## src/hw/rtl/mm256_pkg.sv

```systemverilog
// Shared types and constants for the 256-bit Montgomery multiplier.
`timescale 1ns / 1ps
package mm256_pkg;

  localparam int LIMB_BITS  = 64;
  localparam int LIMB_COUNT = 4;
  localparam int OPND_BITS  = LIMB_BITS * LIMB_COUNT;
  localparam int ACC_BITS   = OPND_BITS + 1;
  localparam int PROD_BITS  = 2 * LIMB_BITS;
  localparam int SUM_BITS   = OPND_BITS + LIMB_BITS + 1;
  localparam int CFG_IDX_BITS = 3;
  localparam int ROUND_LAT  = 8;
  localparam int FINAL_LAT  = 2;
  localparam int LATENCY    = LIMB_COUNT * ROUND_LAT + FINAL_LAT;

  // Configuration register indexes
  localparam logic [CFG_IDX_BITS-1:0] CFG_MOD_0   = 3'd0;
  localparam logic [CFG_IDX_BITS-1:0] CFG_MOD_1   = 3'd1;
  localparam logic [CFG_IDX_BITS-1:0] CFG_MOD_2   = 3'd2;
  localparam logic [CFG_IDX_BITS-1:0] CFG_MOD_3   = 3'd3;
  localparam logic [CFG_IDX_BITS-1:0] CFG_NEG_INV = 3'd4;

  typedef struct packed {
    logic [LIMB_BITS-1:0] x_word_0;
    logic [LIMB_BITS-1:0] x_word_1;
    logic [LIMB_BITS-1:0] x_word_2;
    logic [LIMB_BITS-1:0] x_word_3;
    logic [LIMB_BITS-1:0] y_word_0;
    logic [LIMB_BITS-1:0] y_word_1;
    logic [LIMB_BITS-1:0] y_word_2;
    logic [LIMB_BITS-1:0] y_word_3;
  } in_req_t;

  typedef struct packed {
    logic [LIMB_BITS-1:0] prod_word_0;
    logic [LIMB_BITS-1:0] prod_word_1;
    logic [LIMB_BITS-1:0] prod_word_2;
    logic [LIMB_BITS-1:0] prod_word_3;
  } out_res_t;

endpackage

```

## src/hw/rtl/mm256_final.sv

```systemverilog
// Final quasi-reduction: keep the value when it is at most p, else subtract p.
`timescale 1ns / 1ps
module mm256_final
  import mm256_pkg::*;
(
  input  logic                 clk,
  input  logic                 rst_n,
  input  logic                 valid_in,
  input  logic [ACC_BITS-1:0]  acc_in,
  input  logic [OPND_BITS-1:0] mod_in,
  output logic                 valid_out,
  output logic [OPND_BITS-1:0] res_out
);

  logic [1:0]           vld_r;
  logic [OPND_BITS-1:0] acc_r;
  logic [OPND_BITS-1:0] diff_r;
  logic                 keep_r;
  logic [OPND_BITS-1:0] res_r;

  // Advance valid bits
  always_ff @(posedge clk) begin
    if (!rst_n) begin
      vld_r <= '0;
    end else begin
      vld_r <= {vld_r[0], valid_in};
    end
  end

  // Compare and subtract, then select
  always_ff @(posedge clk) begin
    acc_r  <= acc_in[OPND_BITS-1:0];
    diff_r <= acc_in[OPND_BITS-1:0] - mod_in;
    keep_r <= (acc_in[OPND_BITS-1:0] <= mod_in) && !acc_in[OPND_BITS];
    res_r  <= keep_r ? acc_r : diff_r;
  end

  assign valid_out = vld_r[1];
  assign res_out   = res_r;

endmodule

```

## config.mk

```make
export PLATFORM = sky130hd
export DESIGN_NAME = mm256_final
export DESIGN_NICKNAME = d
export VERILOG_FILES = /design/src/hw/rtl/mm256_pkg.sv /design/src/hw/rtl/mm256_final.sv
export SDC_FILE = /design/constraint.sdc
export NUM_CORES = 1
export LEC_CHECK = 0
export CELL_PAD_IN_SITES_DETAIL_PLACEMENT = 1
export CELL_PAD_IN_SITES_GLOBAL_PLACEMENT = 1
export CORE_MARGIN = 2
export CORE_UTILIZATION = 23
export DETAILED_ROUTE_END_ITERATION = 10
export DONT_BUFFER_PORTS = 1
export HOLD_SLACK_MARGIN = 0.1
export PLACE_DENSITY = 0.54
export SETUP_SLACK_MARGIN = 0.3
export SYNTH_ARGS = -nofsm -noshare
export SYNTH_HDL_FRONTEND = slang
export SYNTH_SLANG_ARGS = --single-unit
```

## constraint.sdc

```tcl
create_clock -name clk -period 5.14 [get_ports clk]
set_input_delay 1.285 -clock clk [delete_from_list [all_inputs] [get_ports clk]]
set_output_delay 1.285 -clock clk [all_outputs]
set_load 0.05 [all_outputs]
```

==> summary.md <==
| Metric | Value |
|---|---|
| WHS | 0.449 ns |
| Core footprint | 169000 um^2 |
| Hold Fails Final Rpt | 0 |
| Area occupied by multi-input gates | 21900 um^2 |
| CTS tree | built |
| Fin crit share | 93.6% |
| Post-layout min period | 4.81 ns |
| Routed Antenna Nets | 0 |
| Critical path depth | 16 |
| Max-slew violations | 0 |
| CP top delay family | compound AO/OA/AOI/OAI gates |
| Overflow after GRT | 0 |
| Synthesized cell area | 39300 um^2 |
| Worst Setup Path Type | in -> reg |
| Die Span X | 417 um |
| Startpoint Class | primary input |
| Critical path buffers and inverters | 4 |
| Clk Latency, worst-skew pair | 0.75 ns |
| Clock slew at reported path FFs | 0.06 ns |
| Final Skew | 0.0310 ns |
| Fill cells | 19859 |
| Clock tree buffer depth | 3 |
| Peak VDD IR | 0.000320 V |
| Syn nets | 5309 |
| CP most frequent cell | buf_4 |
| Wire per inst | 28.0 um |
| Final Cell Area | 49200 um^2 |
| FF-to-FF path depth | 2 |
| Max Fclk | 0.208 GHz |
| Worst-path fanout max | 5 |
| Worst slew pin tran | 1.02 ns |
| Chip height | 417 um |
| Largest net degree at the start of global routing | 77 |
| Outcome | finished clean |
| Port Buffer Count | 0 |
| Worst slack, placed | -0.577 ns |
| Synthesis Warnings | 0 |
| Global-route wire length before repair | 288000 um |
| #FFs+latches synth | 771 |
| Placed Area | 46000 um^2 |
| Slowest cell on crit path | o311ai_4 |
| Library cells used by synthesis | 90 |
| DIE AREA | 174000 um^2 |
| Critical path cell sequence | inv_1, ha_1, a21oi_1, o221ai_1, buf_4, o21a_2, buf_4, and3b_1, o311ai_4, a21oi_2, a21oi_2, buf_4, o21ai_1, a21oi_1, o21bai_1, xnor2_1 |
| Initial Utilization | 23.2% |
| Worst hold path type | reg -> reg |
| Vias in the first global route | 38214 |
| Final core occ | 29.1% |
| Seq/Total Area, Yosys | 39.3% |
| Drt initial violations | 2232 |
| Final Net Count | 5830 |
| Overall Global Routing Usage | 23.0% |
| Worst Hold Depth | 1 |
| Share of flip-flops with an asynchronous set or reset | 0% |
| Storage element area | 15400 um^2 |
| Worst setup EP type | flop |
| Post-Route WL | 207000 um |
| PnR worst setup slack | 0.329 ns |
| CTS Buf Count | 92 |
| Initial antenna violation count | 28 |
| Sink Count | 771 |
| Worst slew margin | 32.3% |
| Postcts setup bufs | 0 |
| Placer Congestion | 0.957 |
| Main synth FF type | dfxtp_1 |
| Most frequent cells in the layout | dfxtp_1 (770), buf_4 (589), a21oi_1 (509), nand2_1 (397), inv_1 (344) |
| Router iterations before antenna repair | 5 |
| Max-cap violation count | 0 |
| Total power | 20.7 mW |
| IO Count | 773 |
| Number of enable flip-flop cells after synthesis | 0 |
| Leading cell type in the layout, fill and taps excluded | dfxtp_1 |
| Synth Instances | 4536 |
| # H-tree levels | 3 |
| P_leak | 21.0 nW |
| Vias per cell | 4.90 |
| # rows | 151 |
| Layout cells sized above 1 | 20.9% |
| Crit path required time | 5.75 ns |
| PwrDens | 420 nW/um^2 |
| Max stage delay on crit path | 0.54 ns |
| Unrepaired setup endpoints after global routing | false |
| Vias after detailed routing | 36173 |
| Count of final setup violators | 0 |
| Drt drc | 0 |
| CP arrival | 5.42 ns |
| Dpl hpwl | 179000 um |
| Clock Tree Root | clkbuf_16 |
| Syn Area/Cell | 8.66 um^2 |
| Area delta synth->final | 25.4% |
metal layers:
metal  share of wire [%]  track usage, %  up-vias
met5               0.014               0        -
met4                 5.4            11.2        4
met3                 3.7            3.20      325
met2                  50            40.9      935
met1                  41            26.9    17826
li1                    -               -    17083
cells by family after synthesis:
kind of cell,synth area share [%]
flip-flops,39.3
buffers and inverters,5.02
multiplexers,7.34
adder cells (fa/ha/maj),8.21
AND/OR/NAND/NOR,13.7
XOR/XNOR,5.62
AO/OA/AOI/OAI,20.8
cell type report:
type,instances,area share (%)
well taps,2218,5.64
inverters,344,2.62
multi-input cells,3251,44.5
repair buffers,597,9.30
clock inverters,44,1.13
diodes,26,0.132
flip-flops and latches,771,31.4
clock buffers,125,5.29
synth_stat cells, types with 5 or more instances:
library cell | number | area [um^2]
nor4_1 | 29 | 181
and2_1 | 13 | 81.3
a21o_1 | 129 | 968
a21oi_2 | 5 | 43.8
or2_2 | 13 | 81.3
a311o_1 | 5 | 50.1
or3_1 | 7 | 43.8
nor2_1 | 339 | 1270
o41ai_1 | 6 | 52.6
dfxtp_1 | 771 | 15400
a31oi_1 | 27 | 169
o21a_1 | 40 | 300
nand2_1 | 397 | 1490
and4_1 | 7 | 61.3
xor2_1 | 88 | 771
and3_1 | 15 | 93.8
nand4_1 | 171 | 1070
a21boi_0 | 22 | 165
clkbuf_1 | 136 | 510
nand2b_1 | 19 | 119
o211ai_1 | 12 | 90.1
ha_1 | 256 | 3200
a221oi_1 | 15 | 131
o31ai_1 | 20 | 150
nand3_1 | 45 | 225
a41oi_1 | 9 | 78.8
a221o_1 | 8 | 80.1
buf_2 | 32 | 160
a21oi_1 | 510 | 2550
nor3_1 | 83 | 415
o21bai_1 | 100 | 751
inv_1 | 344 | 1290
o221ai_1 | 11 | 96.3
o21ai_1 | 25 | 125
mux2_2 | 256 | 2880
nor2b_1 | 18 | 113
a211oi_1 | 16 | 120
o21ai_0 | 282 | 1410
xnor2_1 | 164 | 1440
report_power, final:
group          internal [mW]  switching [mW]  total, mW
clock                   3.92            2.94       6.85
combinational           1.89            2.68       4.57
sequential              7.04            2.22       9.26
total                   12.9            7.83       20.7
flip-flops by register name, indices dropped and copies added (netlist names):
name	cells
acc_r	256
diff_r	256
res_out	256
vld_r	2
keep_r	1
path summary, 6_finish.rpt:
path | endpoint | from | slack (ns)
worst max-delay path | diff_r[134] | mod_in[13] | 0.33
worst max register to register | res_out[43] | keep_r | 2.79
worst min register to register | res_out[99] | acc_r[99] | 0.45
worst min-delay path | res_out[99] | acc_r[99] | 0.45
through the flow:
stage | TNS [ns] | std cells
3_3_place_gp | -11.29 | 7181
2_1_floorplan | 0 | 4536
5_1_grt | 0 | 7376
3_5_place_dp | -12.76 | 7181
6_report | 0 | 7376
4_1_cts | 0 | 7350
timing repair:
item / CTS / global route
pin swaps: 0 / 1
hold buffers: 0 / 0
endpoints found under the setup margin: 1 / 8
endpoints found under the hold margin: 0 / 0
gates resized for setup: 2 / 7
Power figures use the tool's default switching activity.
